### config.mk
export PLATFORM = sky130hd
export DESIGN_NAME = motor_command_and_display_frame_ctrl_top
export DESIGN_NICKNAME = d
export VERILOG_FILES = /design/src/mcdf_pkg.sv /design/src/motor_command_and_display_frame_ctrl_top.sv /design/src/mcdf_csr.sv /design/src/mcdf_core.sv
export SDC_FILE = /design/constraint.sdc
export NUM_CORES = 1
export LEC_CHECK = 0
export ABC_AREA = 1
export BUFFER_PORTS_ARGS = -buffer_cell sky130_fd_sc_hd__buf_2
export CAP_MARGIN = 20
export CORE_ASPECT_RATIO = 1.4
export CORE_UTILIZATION = 59
export DETAILED_ROUTE_END_ITERATION = 6
export PLACE_DENSITY = 0.87
export SYNTH_ARGS = -nofsm -noshare
export SYNTH_HDL_FRONTEND = slang
export SYNTH_SLANG_ARGS = --single-unit
### constraint.sdc
create_clock -name clock -period 2.3 [get_ports clock]
set_input_delay 0.46 -clock clock [delete_from_list [all_inputs] [get_ports clock]]
set_output_delay 0.46 -clock clock [all_outputs]
set_load 0.1 [all_outputs]
### src/mcdf_pkg.sv
package mcdf_pkg;

   localparam int FRAME_BITS  = 20;
   localparam int CNT_W       = $clog2(FRAME_BITS + 1);
   localparam int TICK_W      = 24;
   localparam int VALUE_W     = 9;
   localparam int KEY_W       = 8;
   localparam int VALUE_SHIFT = 11;
   localparam logic [31:0] FRAME_SYNC = 32'd514;  // 257 << 1

   localparam logic [KEY_W-1:0] KEY_UP         = 8'h75;  // u
   localparam logic [KEY_W-1:0] KEY_DOWN       = 8'h64;  // d
   localparam logic [KEY_W-1:0] KEY_SEND       = 8'h73;  // s
   localparam logic [KEY_W-1:0] KEY_ON         = 8'h6f;  // o
   localparam logic [KEY_W-1:0] KEY_RELEASE    = 8'h72;  // r
   localparam logic [KEY_W-1:0] KEY_REBOOT     = 8'h62;  // b
   localparam logic [KEY_W-1:0] KEY_HELP       = 8'h68;  // h
   localparam logic [KEY_W-1:0] KEY_ESC        = 8'h1b;
   localparam logic [KEY_W-1:0] KEY_BRACKET    = 8'h5b;  // [
   localparam logic [KEY_W-1:0] KEY_ARROW_UP   = 8'h41;  // A
   localparam logic [KEY_W-1:0] KEY_ARROW_DOWN = 8'h42;  // B

   localparam int CSR_ADDR_W = 3;
   localparam logic [CSR_ADDR_W-1:0] CSR_ACTION_ADDR = 3'd0;
   localparam logic [CSR_ADDR_W-1:0] CSR_HOLD_ADDR   = 3'd4;

   localparam logic [TICK_W-1:0] ACTION_TICKS_RST = 24'd9615;
   localparam logic [TICK_W-1:0] HOLD_TICKS_RST   = 24'd96154;

   typedef struct packed {
      logic [TICK_W-1:0] action_ticks;
      logic [TICK_W-1:0] display_hold_ticks;
   } cfg_type;

   typedef struct packed {
      logic               action;
      logic [KEY_W-1:0]   key_first;
      logic [KEY_W-1:0]   key_second;
      logic [KEY_W-1:0]   key_third;
      logic [VALUE_W-1:0] display_value;
   } item_type;

   typedef struct packed {
      logic up_drive;
      logic down_drive;
      logic activity_led;
      logic display_enable;
      logic serial_line;
      logic serial_busy;
      logic reboot_request;
   } result_type;

   typedef struct packed {
      logic                  up_level;
      logic                  down_level;
      logic                  led_level;
      logic                  action_armed;
      logic [TICK_W-1:0]     action_left;
      logic                  display_on;
      logic [TICK_W-1:0]     display_left;
      logic [FRAME_BITS-1:0] frame_word;
      logic [FRAME_BITS-1:0] shift_word;
      logic [CNT_W-1:0]      bits_left;
      logic                  shifting;
      logic                  line_level;
   } state_type;

endpackage

### src/motor_command_and_display_frame_ctrl_top.sv
// Motor command and display frame controller.
//
// Input channel (req_*): one transaction is either a bit-period tick
// (req_action = 0) or a command of up to three key bytes plus a display
// value (req_action = 1). Result channel (rsp_*): exactly one transaction
// per input transaction, in order, carrying the drive, LED, display and
// serial line levels after that item plus a one-item reboot pulse.
// CSR port: APB-style, action_ticks at 0x0, display_hold_ticks at 0x4 (24 bits
// each); the user writes them only while the block is idle, not enforced here.
//
// The accepted item is held in the input register and is loaded into the
// result register once that register is free.
// Throughput is one transaction per cycle while rsp_ready is high, set by
// the single state update per item.
// While rsp_ready is low the result register holds and one more item may
// wait in the input register; req_ready then drops until the result drains.
// Synchronous reset empties both registers and returns all state and the
// timeout registers to their defaults.
module motor_command_and_display_frame_ctrl_top
   import mcdf_pkg::*;
(
   input  logic                  clock,
   input  logic                  reset,
   input  logic                  req_valid,
   output logic                  req_ready,
   input  logic                  req_action,
   input  logic [KEY_W-1:0]      req_key_first,
   input  logic [KEY_W-1:0]      req_key_second,
   input  logic [KEY_W-1:0]      req_key_third,
   input  logic [VALUE_W-1:0]    req_display_value,
   output logic                  rsp_valid,
   input  logic                  rsp_ready,
   output logic                  rsp_up_drive,
   output logic                  rsp_down_drive,
   output logic                  rsp_activity_led,
   output logic                  rsp_display_enable,
   output logic                  rsp_serial_line,
   output logic                  rsp_serial_busy,
   output logic                  rsp_reboot_request,
   input  logic                  csr_psel,
   input  logic                  csr_penable,
   input  logic                  csr_pwrite,
   input  logic [CSR_ADDR_W-1:0] csr_paddr,
   input  logic [31:0]           csr_pwdata,
   output logic [31:0]           csr_prdata,
   output logic                  csr_pready
);

   cfg_type    cfg;
   item_type   item_ff;
   item_type   item_in;
   logic       item_valid_ff;
   logic       item_valid_in;
   result_type result;
   result_type rsp_ff;
   result_type rsp_in;
   logic       rsp_valid_ff;
   logic       rsp_valid_in;
   logic       out_free;
   logic       advance;
   logic       req_fire;

   assign out_free  = !rsp_valid_ff || rsp_ready;
   assign advance   = item_valid_ff && out_free;
   assign req_ready = !item_valid_ff || out_free;
   assign req_fire  = req_valid && req_ready;

   always_comb begin
      item_in       = item_ff;
      item_valid_in = item_valid_ff;
      if (req_fire) begin
         item_in.action        = req_action;
         item_in.key_first     = req_key_first;
         item_in.key_second    = req_key_second;
         item_in.key_third     = req_key_third;
         item_in.display_value = req_display_value;
         item_valid_in         = 1'b1;
      end else if (advance) begin
         item_valid_in = 1'b0;
      end
   end

   always_comb begin
      rsp_in       = rsp_ff;
      rsp_valid_in = rsp_valid_ff;
      if (advance) begin
         rsp_in       = result;
         rsp_valid_in = 1'b1;
      end else if (rsp_ready) begin
         rsp_valid_in = 1'b0;
      end
   end

   always_ff @(posedge clock) begin
      item_ff <= item_in;
      rsp_ff  <= rsp_in;
      if (reset) begin
         item_valid_ff <= 1'b0;
         rsp_valid_ff  <= 1'b0;
      end else begin
         item_valid_ff <= item_valid_in;
         rsp_valid_ff  <= rsp_valid_in;
      end
   end

   mcdf_csr u_csr (
      .clock       (clock),
      .reset       (reset),
      .csr_psel    (csr_psel),
      .csr_penable (csr_penable),
      .csr_pwrite  (csr_pwrite),
      .csr_paddr   (csr_paddr),
      .csr_pwdata  (csr_pwdata),
      .csr_prdata  (csr_prdata),
      .csr_pready  (csr_pready),
      .cfg         (cfg)
   );

   mcdf_core u_core (
      .clock  (clock),
      .reset  (reset),
      .step   (advance),
      .item   (item_ff),
      .cfg    (cfg),
      .result (result)
   );

   assign rsp_valid          = rsp_valid_ff;
   assign rsp_up_drive       = rsp_ff.up_drive;
   assign rsp_down_drive     = rsp_ff.down_drive;
   assign rsp_activity_led   = rsp_ff.activity_led;
   assign rsp_display_enable = rsp_ff.display_enable;
   assign rsp_serial_line    = rsp_ff.serial_line;
   assign rsp_serial_busy    = rsp_ff.serial_busy;
   assign rsp_reboot_request = rsp_ff.reboot_request;

endmodule

### src/mcdf_csr.sv
module mcdf_csr
   import mcdf_pkg::*;
(
   input  logic                  clock,
   input  logic                  reset,
   input  logic                  csr_psel,
   input  logic                  csr_penable,
   input  logic                  csr_pwrite,
   input  logic [CSR_ADDR_W-1:0] csr_paddr,
   input  logic [31:0]           csr_pwdata,
   output logic [31:0]           csr_prdata,
   output logic                  csr_pready,
   output cfg_type               cfg
);

   cfg_type cfg_ff;
   cfg_type cfg_in;
   logic    wr_en;

   assign csr_pready = 1'b1;
   assign wr_en      = csr_psel && csr_penable && csr_pwrite && csr_pready;
   assign cfg        = cfg_ff;

   always_comb begin
      cfg_in = cfg_ff;
      if (wr_en) begin
         unique case (csr_paddr)
            CSR_ACTION_ADDR: begin
               cfg_in.action_ticks = csr_pwdata[TICK_W-1:0];
            end
            CSR_HOLD_ADDR: begin
               cfg_in.display_hold_ticks = csr_pwdata[TICK_W-1:0];
            end
            default: begin
               cfg_in = cfg_ff;
            end
         endcase
      end
   end

   always_comb begin
      unique case (csr_paddr)
         CSR_ACTION_ADDR: begin
            csr_prdata = 32'(cfg_ff.action_ticks);
         end
         CSR_HOLD_ADDR: begin
            csr_prdata = 32'(cfg_ff.display_hold_ticks);
         end
         default: begin
            csr_prdata = '0;
         end
      endcase
   end

   always_ff @(posedge clock) begin
      if (reset) begin
         cfg_ff.action_ticks       <= ACTION_TICKS_RST;
         cfg_ff.display_hold_ticks <= HOLD_TICKS_RST;
      end else begin
         cfg_ff <= cfg_in;
      end
   end

endmodule

### src/mcdf_core.sv
module mcdf_core
   import mcdf_pkg::*;
(
   input  logic       clock,
   input  logic       reset,
   input  logic       step,
   input  item_type   item,
   input  cfg_type    cfg,
   output result_type result
);

   state_type state_ff;
   state_type state_in;
   logic      reboot;

   function automatic state_type send_bit(state_type s);
      state_type r;
      r            = s;
      r.line_level = s.shift_word[0];
      r.shift_word = s.shift_word >> 1;
      r.bits_left  = s.bits_left - 1'b1;
      r.shifting   = 1'b1;
      if (r.bits_left == '0) begin
         r.bits_left  = CNT_W'(FRAME_BITS);
         r.shift_word = s.frame_word;
         if (!s.display_on) begin
            r.shifting = 1'b0;
         end
      end
      return r;
   endfunction

   function automatic state_type start_motion(state_type s, logic up,
                                              logic [TICK_W-1:0] ticks);
      state_type r;
      r = s;
      if (up) begin
         r.up_level = 1'b1;
      end else begin
         r.down_level = 1'b1;
      end
      r.led_level    = 1'b1;
      r.action_armed = 1'b1;
      r.action_left  = ticks;
      return r;
   endfunction

   function automatic state_type halt_motion(state_type s);
      state_type r;
      r              = s;
      r.up_level     = 1'b0;
      r.down_level   = 1'b0;
      r.led_level    = 1'b0;
      r.action_armed = 1'b0;
      return r;
   endfunction

   always_comb begin
      state_in = state_ff;
      reboot   = 1'b0;
      if (!item.action) begin
         if (state_in.action_armed) begin
            if (state_in.action_left <= TICK_W'(1)) begin
               state_in.action_left = '0;
               state_in             = halt_motion(state_in);
            end else begin
               state_in.action_left = state_in.action_left - 1'b1;
            end
         end
         if (state_in.display_on) begin
            if (state_in.display_left <= TICK_W'(1)) begin
               state_in.display_left = '0;
               state_in.display_on   = 1'b0;
            end else begin
               state_in.display_left = state_in.display_left - 1'b1;
            end
         end
         if (state_in.shifting) begin
            state_in = send_bit(state_in);
         end
      end else begin
         unique case (item.key_first)
            KEY_UP: begin
               state_in = start_motion(state_in, 1'b1, cfg.action_ticks);
            end
            KEY_DOWN: begin
               state_in = start_motion(state_in, 1'b0, cfg.action_ticks);
            end
            KEY_SEND: begin
               state_in.frame_word   = FRAME_BITS'((32'(item.display_value) << VALUE_SHIFT)
                                                   | FRAME_SYNC);
               state_in.display_on   = 1'b1;
               state_in.display_left = cfg.display_hold_ticks;
               state_in.shift_word   = state_in.frame_word;
               state_in              = send_bit(state_in);
            end
            KEY_ON: begin
               state_in.display_on   = 1'b1;
               state_in.display_left = cfg.display_hold_ticks;
            end
            KEY_RELEASE: begin
               state_in.display_on = 1'b0;
            end
            KEY_REBOOT: begin
               reboot = 1'b1;
            end
            KEY_HELP: begin
               state_in = state_ff;
            end
            KEY_ESC: begin
               if (item.key_second == KEY_BRACKET) begin
                  if (item.key_third == KEY_ARROW_UP) begin
                     state_in = start_motion(state_in, 1'b1, cfg.action_ticks);
                  end else if (item.key_third == KEY_ARROW_DOWN) begin
                     state_in = start_motion(state_in, 1'b0, cfg.action_ticks);
                  end
               end
            end
            default: begin
               state_in = halt_motion(state_in);
            end
         endcase
      end
   end

   always_comb begin
      result.up_drive       = state_in.up_level;
      result.down_drive     = state_in.down_level;
      result.activity_led   = state_in.led_level;
      result.display_enable = state_in.display_on;
      result.serial_line    = state_in.line_level;
      result.serial_busy    = state_in.shifting;
      result.reboot_request = reboot;
   end

   always_ff @(posedge clock) begin
      if (reset) begin
         state_ff.up_level     <= 1'b0;
         state_ff.down_level   <= 1'b0;
         state_ff.led_level    <= 1'b0;
         state_ff.action_armed <= 1'b0;
         state_ff.action_left  <= '0;
         state_ff.display_on   <= 1'b0;
         state_ff.display_left <= '0;
         state_ff.frame_word   <= '0;
         state_ff.shift_word   <= '0;
         state_ff.bits_left    <= CNT_W'(FRAME_BITS);
         state_ff.shifting     <= 1'b0;
         state_ff.line_level   <= 1'b0;
      end else if (step) begin
         state_ff <= state_in;
      end
   end

endmodule

; ---- Word-level counts from Yosys, hierarchy flattened
; Index checks and enable logic that the tools add are counted.
[word_totals]
reg_bits = 191
in_bits = 76
output_inout_bits = 42
elab_cells = 100
[classes]
addsub = 4
n_lt_le_gt_ge = 2
n_eq_ne = 19
mux = 26
n_reduce_logical = 21
[op_table]
columns = op, n
row1 = $mux 100, 5
row2 = $pmux 28 s4, 1
row3 = $mux 99, 1
row4 = $pmux 24 s2, 2
row5 = $pmux 47 s2, 1
row6 = $eq 8x7->1 const B, 10
row7 = $mux 25, 3
row8 = $le 24x1->1 const B, 2
row9 = $mux 24, 2
row10 = $sub 24x1->24 const B, 2
row11 = $mux 27, 1
row12 = $mux 26, 1
row13 = $logic_not 5->1, 2
row14 = $sub 5x1->5 const B, 2
row15 = $eq 8x5->1 const B, 1
row16 = $mux 1, 7
row17 = $ne 2x2->1 const B, 3
row18 = $reduce_and 3->1, 2
row19 = $reduce_and 5->1, 1
row20 = $reduce_or 5->1, 1
row21 = $logic_and 1x1->1, 4
row22 = $mux 4, 1
row23 = $ne 4x1->1 const B, 1
row24 = $ne 4x2->1 const B, 1
row25 = other kinds (11), 15

; ---- Logic depth before layout (Yosys ltp)
[depth]
word_depth = 12
mapped_depth = 13
ltp_nobuf = 13

; ---- Cells and area by module
; From an unflattened synthesis, not the netlist that was laid out.
[unflattened]
hier_cells = 1465
hier_area_um2 = 9992.1
[modules_own_cells]
columns = module, instances, cells_each, area_each_um2, seq_area_each_um2
row1 = mcdf_core, 1, 1053, 6306.0, 1801.7
row2 = mcdf_csr, 1, 359, 2363.5, 960.9
row3 = motor_command_and_display_frame_ctrl_top, 1, 53, 1322.5, 1271.2

; ---- Worst setup path before layout
; No wires, ideal clock.
[synth_timing]
path_kind = input to output
startpoint = input port csr_paddr[1]
endpoint = output port csr_prdata[10]
arrival_ps = 3124
required_ps = 1840
path_slack_ps = -1284
path_stages = 4
cell_sequence = nor3_2 -> inv_1 -> clkbuf_1 -> o21ai_0
[synth_via]
elab_chain_cells = 2
word_cells_on_any_way = 3
classes_between = eq/ne (1) / mux (1) / reduce/logical (1)
[synth_rtl]
columns = item, line_no
row1 = start: declaration, motor_command_and_display_frame_ctrl_top.sv:43  ; input logic [CSR_ADDR_W-1:0] csr_paddr,
row2 = $eq 3x3->1 / $logic_not 3->1 (equally long branches), mcdf_csr.sv:42  ; unique case (csr_paddr)
row3 = $pmux 24 s2 *, mcdf_csr.sv:42
row4 = end: declaration, motor_command_and_display_frame_ctrl_top.sv:45  ; output logic [31:0] csr_prdata,
; Mark *: on every way between the ends. The rest lies on a longest branch, timed or not.

; ---- Worst setup path after layout
[layout_timing]
startpoint = input port csr_paddr[1]
endpoint = output port csr_prdata[4]
; The elaborated chain is that of the path after synthesis.

==> summary.txt <==
Logic synthesis
  • Synth area leader: dfxtp_1
  • Synth Instances: 1,338
  • Mapped Avg Cell Area: ~7.0 sq um
  • Yosys warnings: 0
  • Netlist cell types: 41
  • Netlist Area Pre-Place: approximately 9400 sq um
  • Post-synth EDFFs: slightly above 40
  • Seq/Total Area, Yosys: 0.428
  • Synth top area cells: dfxtp_1 30%, edfxtp_1 13%, nand2_1 11%
  • Asr flop ratio synth: 0
  • Main synth FF type: dfxtp_1
  • Post-synthesis register bit count: around 180
  • Synth top area share: 0.298

Clock network
  • CTS clk-pin slew, worst paths: 70 ps
  • CTS Buffer Depth: 2
  • CTS Root Cell: clkbuf_16
  • CTS tree: done
  • TritonCTS buffer count: 17
  • Worst-Skew Late Latency: about 440 ps
  • H-tree lvl count: 4
  • CTS sink count: 181

Placed design
  • Final HPWL DP: around 18,000 um
  • Routability cong.: around 0.9
  • Pre-CTS WS: around 180 ps
  • Buffers on Ports: 100
  • Placed cells: approximately 1,600
  • Placed Area: 10,600 sq um

Min path
  • Worst Hold Class: in2reg

Die
  • Top Ports: around 120
  • Die height: ~150 um
  • Initial Util: 0.603
  • Chip width: around 110 um
  • CORE AREA: between 15,000 and 20,000 sq um
  • Die area: 16,500 sq um
  • Cell Rows: 54

Critical path
  • CP delay by family, top: buffers and inverters
  • Buf+Inv Stages, Crit Path: 4
  • CP max-delay cell: o21ai_2
  • Critical path class: in2out
  • CP Data Required Time: roughly 1800 ps
  • Worst Setup Start Kind: input pin
  • Critical Path, Cell by Cell: buf_2 > nor3_2 > inv_1 > buf_4 > o21ai_2 > buf_12
  • Arr. time, crit path: roughly 1500 ps
  • CP max stage delay: approximately 260 ps
  • Max FO, Critical Path: 12
  • Crit end category: output pin

GRT
  • Met1 usage: 0.353
  • Grt met2 use: 0.558
  • Vias in the first global route: just under 9,000
  • GRT Util Overall: 0.318
  • Largest net degree at the start of global routing: between 100 and 150
  • GR Util met3: 0.0684
  • Total gr overflow: 0
  • GRT Max-Usage Layer: met2
  • First-pass GRT wire length: approximately 41,000 um
  • Initial antenna violation count: 2

Final layout
  • Nets@finish: 1,513
  • Most frequent cells in the layout: 275 x nand2_1, 244 x nor2_1, 139 x dfxtp_1
  • Reg area: around 4000 sq um
  • Commonest non-fill, non-tap cell in the layout: nand2_1
  • Max reg flops: 90
  • Filler instances: ~1,200
  • Layout cell share with drive strength beyond 1: 0.161
  • Non-filler instance count after layout: 1,641
  • Top reg by flops: u_core.state_ff
  • Area of the multi-input gates: between 4000 and 5000 sq um
  • Final core utilization: 0.713
  • Non-Filler Cell Area, Final: approximately 11,000 sq um
  • Area Overhead vs Synth: 18.2%

STA
  • Slew headroom: 0.427
  • Worst-Margin Slew: ~860 ps
  • Layout Skew: 8.74 ps
  • Hold WS: around 190 ps
  • Final setup TNS: 0 ps
  • Min Tclk post-route: ~2000 ps
  • Setup Viol. Count Final: 0
  • Count of pins over their slew limit: 0
  • Tcrit/Tclk final: 0.870
  • RSZ-0062 raised after global routing: false
  • Final WS setup: between 200 and 300 ps
  • Final Hold Viols: 0
  • Max Freq: around 0.5 GHz

Routing
  • DR iter-0 viols: between 600 and 700
  • Post-route DRC: 0
  • Routed vias/inst: roughly 5.6
  • Per-cell routed wire length: 15.4 um
  • Final WL: about 25,000 um
  • 1st-pass router iterations: 5
  • DR vias: around 9,000
  • ANT nets after route: 0

Outcome
  • Status: completed

Pwr
  • Worst vdd ir: about 0.58 mV
  • Static Leak: approximately 5.4 nW
  • PwrDens: between 600 and 700 nW/um^2
  • Total power: around 7.3 mW

Run
  • Maxcap violations: 0
-- layer usage --
| layer | routed length, um | part of all wire | vias up |
|---|---|---|---|
| met1 | 9400 | 0.37 | 4210 |
| met3 | 1980 | 0.079 | 83 |
| li1 | - | - | 4497 |
| met5 | 13 | 0.00052 | - |
| met4 | 1210 | 0.048 | 2 |
| met2 | 12600 | 0.50 | 435 |
-- power breakdown --
part           internal (mW)  switching (mW)  leakage [nW]
combinational          0.316           0.741          3.62
clock                   1.53            1.34         0.279
sequential              3.34          0.0594          1.53
total                   5.18            2.14          5.43
-- Yosys cell counts, types with 7 or more instances --
library cell,count
clkbuf_1,23
buf_6,7
inv_1,131
buf_2,14
dfxtp_1,140
nor3_1,16
nor2_1,244
inv_2,8
xor2_1,19
nand4_1,25
nor2_2,7
a21oi_1,75
o21ai_1,17
nand2_2,10
o21ai_0,133
nand3_1,83
nand2_1,276
buf_4,16
edfxtp_1,41
-- cells by family after synthesis --
kind of cell / share of synthesized area
fa+ha+maj: 0.00797
buf+inv: 0.0945
flops: 0.428
compound gates: 0.135
xor+xnor: 0.0222
other cells: 0.000797
simple gates: 0.311
-- cell type report --
cell class | instances | area share
clock buffer | 18 | 0.0385
tap | 196 | 0.0220
multi-input combinational | 962 | 0.415
sequential | 181 | 0.362
clock inverter | 14 | 0.0128
timing repair buffer | 129 | 0.101
inverter | 140 | 0.0473
antenna | 1 | 0.000225
-- path summary, 6_finish.rpt --
| check | from | to | slack [ps] | cells past startpoint |
|---|---|---|---|---|
| setup reg to reg | u_core.state_ff[47] | u_core.state_ff[59] | 310 | 10 |
| setup / recovery | csr_paddr[1] | csr_prdata[4] | 300 | 6 |
| hold / removal | req_display_value[2] | item_ff[2] | 190 | 1 |
| hold reg to reg | u_core.state_ff[13] | u_core.state_ff[12] | 470 | 2 |
-- timing repair --
item                                    4_1_cts  5_1_grt
gates resized for setup                       0        2
hold buffers                                  0        0
setup buffers                                 0        0
endpoints found under the setup margin        0       13
(Power assumes the default switching activity.)
